## config.mk

```make
export PLATFORM = sky130hd
export DESIGN_NAME = pvt_ctrl
export DESIGN_NICKNAME = d
export VERILOG_FILES = /design/src/design/pvt_pkg.sv /design/src/design/pvt_ctrl.sv
export SDC_FILE = /design/constraint.sdc
export NUM_CORES = 1
export LEC_CHECK = 0
export ABC_CLOCK_PERIOD_IN_PS = 2460
export BUFFER_PORTS_ARGS = -buffer_cell sky130_fd_sc_hd__buf_2
export CAP_MARGIN = 20
export CORE_MARGIN = 10
export CORE_UTILIZATION = 50
export CTS_CLUSTER_DIAMETER = 200
export DETAILED_ROUTE_END_ITERATION = 12
export PLACE_DENSITY_LB_ADDON = 0.1
export RECOVER_POWER = 25
export SYNTH_ARGS = -nofsm -noshare
export SYNTH_HDL_FRONTEND = slang
export SYNTH_SLANG_ARGS = --single-unit
```

## constraint.sdc

```tcl
create_clock -name clk -period 2.46 [get_ports clk]
set_input_delay 0.123 -clock clk [delete_from_list [all_inputs] [get_ports clk]]
set_output_delay 0.123 -clock clk [all_outputs]
set_load 0.02 [all_outputs]
```

## src/design/pvt_pkg.sv

```systemverilog
`timescale 1ns / 1ps
// ----------------------------------------------------------------------------
// pvt_pkg: shared types and constants for the page validity tracker
// Operation and status codes, controller/datapath command and status words.
// ----------------------------------------------------------------------------
package pvt_pkg;

  localparam int BUFFER_SIZE_LOG2_DEF = 29;
  localparam int MAX_WINDOW_PAGES_DEF = 127;
  localparam int PS_MIN               = 12;   // smallest page size log2
  localparam int PS_MAX               = 16;   // largest page size log2
  localparam int PS_RESET             = 12;
  localparam int PSL_W                = 5;
  localparam int WORD_W               = 32;

  typedef enum logic [1:0] {
    OP_MARK   = 2'd0,
    OP_UPLOAD = 2'd1,
    OP_INVAL  = 2'd2,
    OP_CLEAR  = 2'd3
  } op_t;

  typedef enum logic [1:0] {
    ST_OK       = 2'd0,
    ST_IGNORED  = 2'd1,
    ST_TOO_LONG = 2'd2
  } status_t;

  // which payload the output register is loaded from
  typedef enum logic [1:0] {
    RS_PLAIN = 2'd0,
    RS_INV   = 2'd1,
    RS_HOLD  = 2'd2
  } resp_sel_t;

  // read address source of the bitmap memories
  typedef enum logic [1:0] {
    RA_BLK  = 2'd0,
    RA_END  = 2'd1,
    RA_PAGE = 2'd2
  } addr_sel_t;

  typedef struct packed {
    logic      latch;
    logic      dec1;
    logic      dec2;
    logic      clr_wr;
    logic      rd_en;
    addr_sel_t rd_sel;
    logic      mod_wr;
    logic      blk_inc;
    logic      w_s1;
    logic      w_hi;
    logic      w_lo_fin;
    logic      w_hi_fin;
    logic      scan_en;
    logic      fin_close;
    logic      push;
    resp_sel_t push_sel;
    status_t   push_status;
  } cmd_t;

  typedef struct packed {
    op_t  op;
    logic flag;
    logic ign;
    logic up_bad;
    logic up_long;
    logic pf_lo_nz;
    logic pl_lo_nf;
    logic blk_last;
    logic scan_stall;
    logic scan_done;
    logic scan_wrap;
    logic run_open;
    logic out_free;
  } sts_t;

endpackage

```

## src/design/pvt_ctrl.sv

```systemverilog
`timescale 1ns / 1ps
// ----------------------------------------------------------------------------
// pvt_ctrl: operation sequencer of the page validity tracker
// One-hot state machine issuing datapath commands.
// ----------------------------------------------------------------------------
module pvt_ctrl (
  input  logic          clk,
  input  logic          rst_n,
  input  logic          in_valid,
  output logic          in_ready,
  input  pvt_pkg::sts_t sts,
  output pvt_pkg::cmd_t cmd
);

  typedef enum logic [15:0] {
    S_CLR   = 16'h0001,
    S_IDLE  = 16'h0002,
    S_DEC1  = 16'h0004,
    S_DEC2  = 16'h0008,
    S_LO_RD = 16'h0010,
    S_LO_S1 = 16'h0020,
    S_LO_S2 = 16'h0040,
    S_HI_RD = 16'h0080,
    S_HI_S1 = 16'h0100,
    S_HI_S2 = 16'h0200,
    S_RD    = 16'h0400,
    S_MOD   = 16'h0800,
    S_URD   = 16'h1000,
    S_USCAN = 16'h2000,
    S_UFIN  = 16'h4000,
    S_RESP  = 16'h8000
  } fsm_t;

  fsm_t                state_r, state_nxt;
  pvt_pkg::resp_sel_t  rsel_r, rsel_nxt;
  pvt_pkg::status_t    rst_r, rst_nxt;

  assign in_ready = (state_r == S_IDLE);

  always_comb begin
    cmd       = '0;
    state_nxt = state_r;
    rsel_nxt  = rsel_r;
    rst_nxt   = rst_r;
    case (state_r)
      S_CLR: begin
        cmd.clr_wr  = 1'b1;
        cmd.blk_inc = 1'b1;
        if (sts.blk_last) state_nxt = S_IDLE;
      end
      S_IDLE: begin
        if (in_valid) begin
          cmd.latch = 1'b1;
          state_nxt = S_DEC1;
        end
      end
      S_DEC1: begin
        cmd.dec1  = 1'b1;
        state_nxt = S_DEC2;
      end
      S_DEC2: begin
        cmd.dec2 = 1'b1;
        rsel_nxt = pvt_pkg::RS_PLAIN;
        case (sts.op)
          pvt_pkg::OP_CLEAR: state_nxt = S_RD;
          pvt_pkg::OP_UPLOAD: begin
            if (sts.up_bad) begin
              rst_nxt   = pvt_pkg::ST_IGNORED;
              state_nxt = S_RESP;
            end else if (sts.up_long) begin
              rst_nxt   = pvt_pkg::ST_TOO_LONG;
              state_nxt = S_RESP;
            end else begin
              state_nxt = S_URD;
            end
          end
          default: begin
            if (sts.ign) begin
              rst_nxt   = pvt_pkg::ST_IGNORED;
              state_nxt = S_RESP;
            end else if (sts.op == pvt_pkg::OP_INVAL && !sts.flag) begin
              state_nxt = S_LO_RD;
            end else begin
              state_nxt = S_RD;
            end
          end
        endcase
      end
      S_LO_RD: begin
        if (sts.pf_lo_nz) begin
          cmd.rd_en  = 1'b1;
          cmd.rd_sel = pvt_pkg::RA_BLK;
          state_nxt  = S_LO_S1;
        end else begin
          state_nxt = S_HI_RD;
        end
      end
      S_LO_S1: begin
        cmd.w_s1  = 1'b1;
        state_nxt = S_LO_S2;
      end
      S_LO_S2: begin
        cmd.w_lo_fin = 1'b1;
        state_nxt    = S_HI_RD;
      end
      S_HI_RD: begin
        if (sts.pl_lo_nf) begin
          cmd.rd_en  = 1'b1;
          cmd.rd_sel = pvt_pkg::RA_END;
          state_nxt  = S_HI_S1;
        end else begin
          state_nxt = S_RD;
        end
      end
      S_HI_S1: begin
        cmd.w_s1  = 1'b1;
        cmd.w_hi  = 1'b1;
        state_nxt = S_HI_S2;
      end
      S_HI_S2: begin
        cmd.w_hi_fin = 1'b1;
        state_nxt    = S_RD;
      end
      S_RD: begin
        cmd.rd_en  = 1'b1;
        cmd.rd_sel = pvt_pkg::RA_BLK;
        state_nxt  = S_MOD;
      end
      S_MOD: begin
        cmd.mod_wr = 1'b1;
        if (sts.blk_last) begin
          rsel_nxt  = (sts.op == pvt_pkg::OP_INVAL) ? pvt_pkg::RS_INV : pvt_pkg::RS_PLAIN;
          rst_nxt   = pvt_pkg::ST_OK;
          state_nxt = S_RESP;
        end else begin
          cmd.blk_inc = 1'b1;
          state_nxt   = S_RD;
        end
      end
      S_URD: begin
        cmd.rd_en  = 1'b1;
        cmd.rd_sel = pvt_pkg::RA_PAGE;
        state_nxt  = S_USCAN;
      end
      S_USCAN: begin
        cmd.scan_en = 1'b1;
        if (!sts.scan_stall) begin
          if (sts.scan_done) begin
            state_nxt = S_UFIN;
          end else if (sts.scan_wrap) begin
            state_nxt = S_URD;
          end
        end
      end
      S_UFIN: begin
        if (sts.run_open) begin
          cmd.fin_close = 1'b1;
        end else if (sts.out_free) begin
          cmd.push     = 1'b1;
          cmd.push_sel = pvt_pkg::RS_HOLD;
          state_nxt    = S_IDLE;
        end
      end
      S_RESP: begin
        if (sts.out_free) begin
          cmd.push        = 1'b1;
          cmd.push_sel    = rsel_r;
          cmd.push_status = rst_r;
          state_nxt       = S_IDLE;
        end
      end
      default: state_nxt = S_IDLE;
    endcase
  end

  always_ff @(posedge clk) begin
    if (!rst_n) begin
      state_r <= S_CLR;
      rsel_r  <= pvt_pkg::RS_PLAIN;
      rst_r   <= pvt_pkg::ST_OK;
    end else begin
      state_r <= state_nxt;
      rsel_r  <= rsel_nxt;
      rst_r   <= rst_nxt;
    end
  end

endmodule

```

==> report_table.html <==
<table>
<tr><th>Metric</th><th>Value</th></tr>
<tr><th colspan="2">Status</th></tr>
<tr><td>Result of the run</td><td>finished with violations</td></tr>
<tr><td>Violations in the final reports</td><td>negative setup slack</td></tr>
<tr><th colspan="2">Worst setup path</th></tr>
<tr><td>Kind of cell adding the most delay to the critical path</td><td>simple AND/OR/NAND/NOR gates</td></tr>
<tr><td>Worst setup path startpoint</td><td>state_r[9]</td></tr>
<tr><td>WP data required</td><td>2.34 ns</td></tr>
<tr><td>CP arrival</td><td>2.48 ns</td></tr>
<tr><td>Most common cell on crit path</td><td>sky130_fd_sc_hd__or4b_4</td></tr>
<tr><td>Endpoint of the worst register-to-register path</td><td>state_r[5]</td></tr>
<tr><td>Worst path bufs/invs</td><td>1</td></tr>
<tr><td>Critical Path Slowest Stage Cell</td><td>sky130_fd_sc_hd__or4b_4</td></tr>
<tr><td>Category of the worst setup path launch point</td><td>register</td></tr>
<tr><td>Critical path destination</td><td>cmd[15]</td></tr>
<tr><td>Cell chain of the critical path</td><td>nor4_4 &gt; nand3_2 &gt; or4b_4 &gt; or4b_4 &gt; o311ai_2 &gt; buf_4</td></tr>
<tr><td>Category of the most critical setup path</td><td>reg2out</td></tr>
<tr><td>Worst Reg2Reg Path Length in Cells</td><td>6</td></tr>
<tr><td>Kind of end point of the critical path</td><td>output port</td></tr>
<tr><td>Total number of cells along the worst setup path</td><td>6</td></tr>
<tr><td>Worst setup slack for register-to-register paths</td><td>0.28 ns</td></tr>
<tr><td>Source of the worst register-to-register timing path</td><td>state_r[9]</td></tr>
<tr><td>Delay of the slowest cell on the worst path</td><td>0.56 ns</td></tr>
<tr><td>Maximum net fanout on the critical path</td><td>2</td></tr>
<tr><th colspan="2">Drt</th></tr>
<tr><td>Initial drt markers</td><td>145</td></tr>
<tr><td>DRC viols</td><td>0</td></tr>
<tr><td>Post-Route WL</td><td>4270 um</td></tr>
<tr><td>Initial DRT Pass Iterations</td><td>4</td></tr>
<tr><td>Vias per inst</td><td>5.95</td></tr>
<tr><td>Detail Route Antenna Nets</td><td>0</td></tr>
<tr><td>Total via count in the routed design</td><td>1558</td></tr>
<tr><td>Final routed wire length divided by cell count</td><td>16.3 um</td></tr>
<tr><th colspan="2">Die</th></tr>
<tr><td>Placement Rows</td><td>19</td></tr>
<tr><td>Die height</td><td>73.4 um</td></tr>
<tr><td>Die area</td><td>5390 um2</td></tr>
<tr><td>Horiz. Die Dim</td><td>73.4 um</td></tr>
<tr><td>Initial standard-cell utilization of the core</td><td>52.1%</td></tr>
<tr><td>Standard cell core area</td><td>2730 um2</td></tr>
<tr><td>Count of pins on the block boundary</td><td>38</td></tr>
<tr><th colspan="2">Placement</th></tr>
<tr><td>Global placer's final weighted congestion</td><td>0.886</td></tr>
<tr><td>Input/output buffers</td><td>37</td></tr>
<tr><td>Final HPWL DP</td><td>3370 um</td></tr>
<tr><td>Placed cell areas</td><td>1680 um2</td></tr>
<tr><td>Pre-CTS setup slack</td><td>0.171 ns</td></tr>
<tr><th colspan="2">Final layout</th></tr>
<tr><td>Finished Core Util</td><td>65.1%</td></tr>
<tr><td>Fraction of final layout cells with drive strength greater than 1</td><td>34.2%</td></tr>
<tr><td>Number of fill cells</td><td>245</td></tr>
<tr><td>Layout Nets</td><td>249</td></tr>
<tr><td>Area growth, synth to finish</td><td>24.8%</td></tr>
<tr><td>Finished Cell Area</td><td>1780 um2</td></tr>
<tr><td>Ant. Diodes</td><td>0</td></tr>
<tr><th colspan="2">Synthesis</th></tr>
<tr><td>Post-synthesis area per instance</td><td>7.66 um2</td></tr>
<tr><td>Post-synthesis cell area</td><td>1430 um2</td></tr>
<tr><td>Async set or reset register ratio after synthesis</td><td>0%</td></tr>
<tr><td>Mapped Cells</td><td>186</td></tr>
<tr><td>Number of enable flip-flop cells after synthesis</td><td>0</td></tr>
<tr><td>Area share of the largest cell type after synthesis</td><td>26.7%</td></tr>
<tr><td>Leading cell types by count after synthesis</td><td>20 x sky130_fd_sc_hd__nor2_1, 19 x sky130_fd_sc_hd__dfxtp_1, 11 x sky130_fd_sc_hd__clkbuf_1</td></tr>
<tr><td>Most common cell in the netlist</td><td>sky130_fd_sc_hd__nor2_1</td></tr>
<tr><td>Cell taking the most area after synthesis</td><td>sky130_fd_sc_hd__dfxtp_1</td></tr>
<tr><td>Sequential fraction of the synthesis area</td><td>26.7%</td></tr>
<tr><td>Number of library cell types mapped by synthesis</td><td>49</td></tr>
<tr><td>Leading register cell type out of synthesis</td><td>sky130_fd_sc_hd__dfxtp_1</td></tr>
<tr><td>Number of nets produced by synthesis</td><td>203</td></tr>
<tr><td>Yosys warning total</td><td>0</td></tr>
<tr><td>Largest cells by area after synthesis</td><td>sky130_fd_sc_hd__dfxtp_1 27%, sky130_fd_sc_hd__nor2_1 5.3%, sky130_fd_sc_hd__nor3_1 3.2%, sky130_fd_sc_hd__o21ai_0 3.2%, sky130_fd_sc_hd__nor4_4 3.0%</td></tr>
<tr><td>Post-synthesis register bit count</td><td>19</td></tr>
<tr><th colspan="2">Global routing</th></tr>
<tr><td>Maximum number of pins on one net before global-route repair</td><td>13</td></tr>
<tr><td>GRT Overall Usage</td><td>15.9%</td></tr>
<tr><td>Initial antenna violation count</td><td>0</td></tr>
<tr><td>Via count of the first global-routing pass</td><td>1522</td></tr>
<tr><td>Wire length of the first global-routing pass</td><td>7130 um</td></tr>
<tr><td>Total grt overflow</td><td>0</td></tr>
<tr><th colspan="2">Clocking</th></tr>
<tr><td>Total CTS buffers</td><td>3</td></tr>
<tr><td>Root buffer cell</td><td>sky130_fd_sc_hd__clkbuf_4</td></tr>
<tr><td>Deepest clock path buffer count</td><td>2</td></tr>
<tr><td>Clock-pin slew on the worst setup and hold paths</td><td>0.12 ns</td></tr>
<tr><td>Clock Latency Late Sink</td><td>0.30 ns</td></tr>
<tr><td>Cts hold-fix bufs</td><td>0</td></tr>
<tr><td>H-tree level count</td><td>1</td></tr>
<tr><td>Clock Sink Count</td><td>19</td></tr>
<tr><td>Clock tree from TritonCTS</td><td>built</td></tr>
<tr><th colspan="2">STA</th></tr>
<tr><td>Final setup viols</td><td>1</td></tr>
<tr><td>Hold violation count in the final report</td><td>0</td></tr>
<tr><td>Max-slew headroom</td><td>72.3%</td></tr>
<tr><td>Top achievable clock speed</td><td>385 MHz</td></tr>
<tr><td>Accumulated negative setup slack</td><td>-0.139 ns</td></tr>
<tr><td>Slew at the pin closest to its max-slew limit</td><td>0.415 ns</td></tr>
<tr><td>Clk_skew</td><td>0.0108 ns</td></tr>
<tr><td>Slew Viols, Final</td><td>0</td></tr>
<tr><td>Final period util</td><td>106%</td></tr>
<tr><td>Fin crit period</td><td>2.60 ns</td></tr>
<tr><td>Unrepaired setup endpoints after global routing</td><td>yes</td></tr>
<tr><td>Least setup slack across all paths after layout</td><td>-0.139 ns</td></tr>
<tr><th colspan="2">Pwr</th></tr>
<tr><td>Leakage</td><td>0.842 nW</td></tr>
<tr><td>Post-route total power</td><td>610 uW</td></tr>
<tr><td>Switching part of the total power</td><td>30.0%</td></tr>
<tr><td>Power density relative to cell area</td><td>343 nW/um2</td></tr>
<tr><td>Reg power frac</td><td>53.2%</td></tr>
<tr><td>Relative contribution of combinational cells to total power</td><td>20.3%</td></tr>
<tr><td>Largest vdd supply drop</td><td>250 uV</td></tr>
<tr><td>Clock network power share</td><td>26.5%</td></tr>
<tr><td>Switching Power</td><td>183 uW</td></tr>
<tr><td>Power Internal</td><td>427 uW</td></tr>
<tr><th colspan="2">Hold path</th></tr>
<tr><td>Class of the tightest hold or removal check</td><td>in2reg</td></tr>
<tr><th colspan="2">Flow run</th></tr>
<tr><td>Max-capacitance violation count</td><td>0</td></tr>
</table>
## layout by cell type (no fill, tap or decap), drive strengths merged, types with 5 or more instances in the layout
cell / Yosys / layout
buf: 1 / 53
nor2: 21 / 21
dfxtp: 19 / 19
inv: 10 / 10
nor3: 9 / 9
o21ai: 9 / 9
nand3: 9 / 9
nor4: 8 / 8
nand4: 6 / 6
nand2: 6 / 6
and2: 6 / 6
or3: 5 / 5
nor2b: 5 / 5
a21oi: 5 / 5
nor3b: 5 / 5
## worst min path at each step
| stage | cells after the start | endpoint | from | slack (ns) |
|---|---|---|---|---|
| after floorplan | 1 | state_r[0] | sts[5] | 0.23 |
| after global placement | 4 | state_r[4] | sts[11] | 0.40 |
| after detailed placement | 4 | state_r[4] | sts[11] | 0.40 |
| after CTS | 4 | state_r[4] | sts[11] | 0.07 |
| after global routing | 4 | state_r[4] | sts[11] | 0.11 |
| final | 4 | state_r[4] | sts[11] | 0.09 |
## state kept, by name, indices dropped and copies added, names as in the netlist
| register | flops |
|---|---|
| rsel_r | 1 |
| rst_r | 2 |
| state_r | 16 |
## power groups by stage
| stage | combinational, mW | clock (mW) | sequential (mW) |
|---|---|---|---|
| after floorplan | 0.0836 | 0 | 0.322 |
| after global placement | 0.116 | 0 | 0.333 |
| after detailed placement | 0.117 | 0 | 0.333 |
| after CTS | 0.118 | 0.170 | 0.323 |
| after global routing | 0.136 | 0.175 | 0.326 |
| final | 0.123 | 0.162 | 0.324 |
## per-stage QoR
step,std cells,hold WS [ns]
floorplan,186,0.234
global placement,253,0.398
detailed placement,253,0.396
CTS,260,0.0732
global route,262,0.108
finish,262,0.0851
## final cells by class
type	instances	area [um2]	share of cell area (%)
clock buffers	4	26.3	1.48
flip-flops and latches	19	392	22.0
multi-input cells	145	977	54.9
inverters	10	37.5	2.11
well taps	31	38.8	2.18
repair buffers	53	308	17.3
## worst register-to-register path: stages (launching register included)
cell	delay [ns]
sky130_fd_sc_hd__dfxtp_4	0.37
sky130_fd_sc_hd__nor4_4	0.31
sky130_fd_sc_hd__nand3_2	0.11
sky130_fd_sc_hd__or4b_4	0.56
sky130_fd_sc_hd__or4b_4	0.54
sky130_fd_sc_hd__buf_4	0.15
sky130_fd_sc_hd__nor2_2	0.08
## repair_timing
action / in CTS / in global routing
endpoints found under the setup margin: 1 / 9
gates resized for setup: 7 / 6
pin swaps: 2 / 4
buffers inserted: 3 / 2
## per-layer routing
metal | vias to the layer above | track usage [%] | routed length (um)
li1 | 783 | - | -
met3 | 4 | 3.90 | 310
met5 | - | 0 | 0
met4 | 0 | 4.55 | 32
met2 | 63 | 24.7 | 1990
met1 | 708 | 21.2 | 1930
## cells by family after synthesis
| family | after synthesis | share of synthesized area, % |
|---|---|---|
| simple gates | 105 | 46.5 |
| flops | 19 | 26.7 |
| compound gates | 35 | 17.4 |
| buf+inv | 22 | 6.32 |
| xor+xnor | 5 | 3.07 |
No activity file was read; power rests on OpenSTA's default activity.
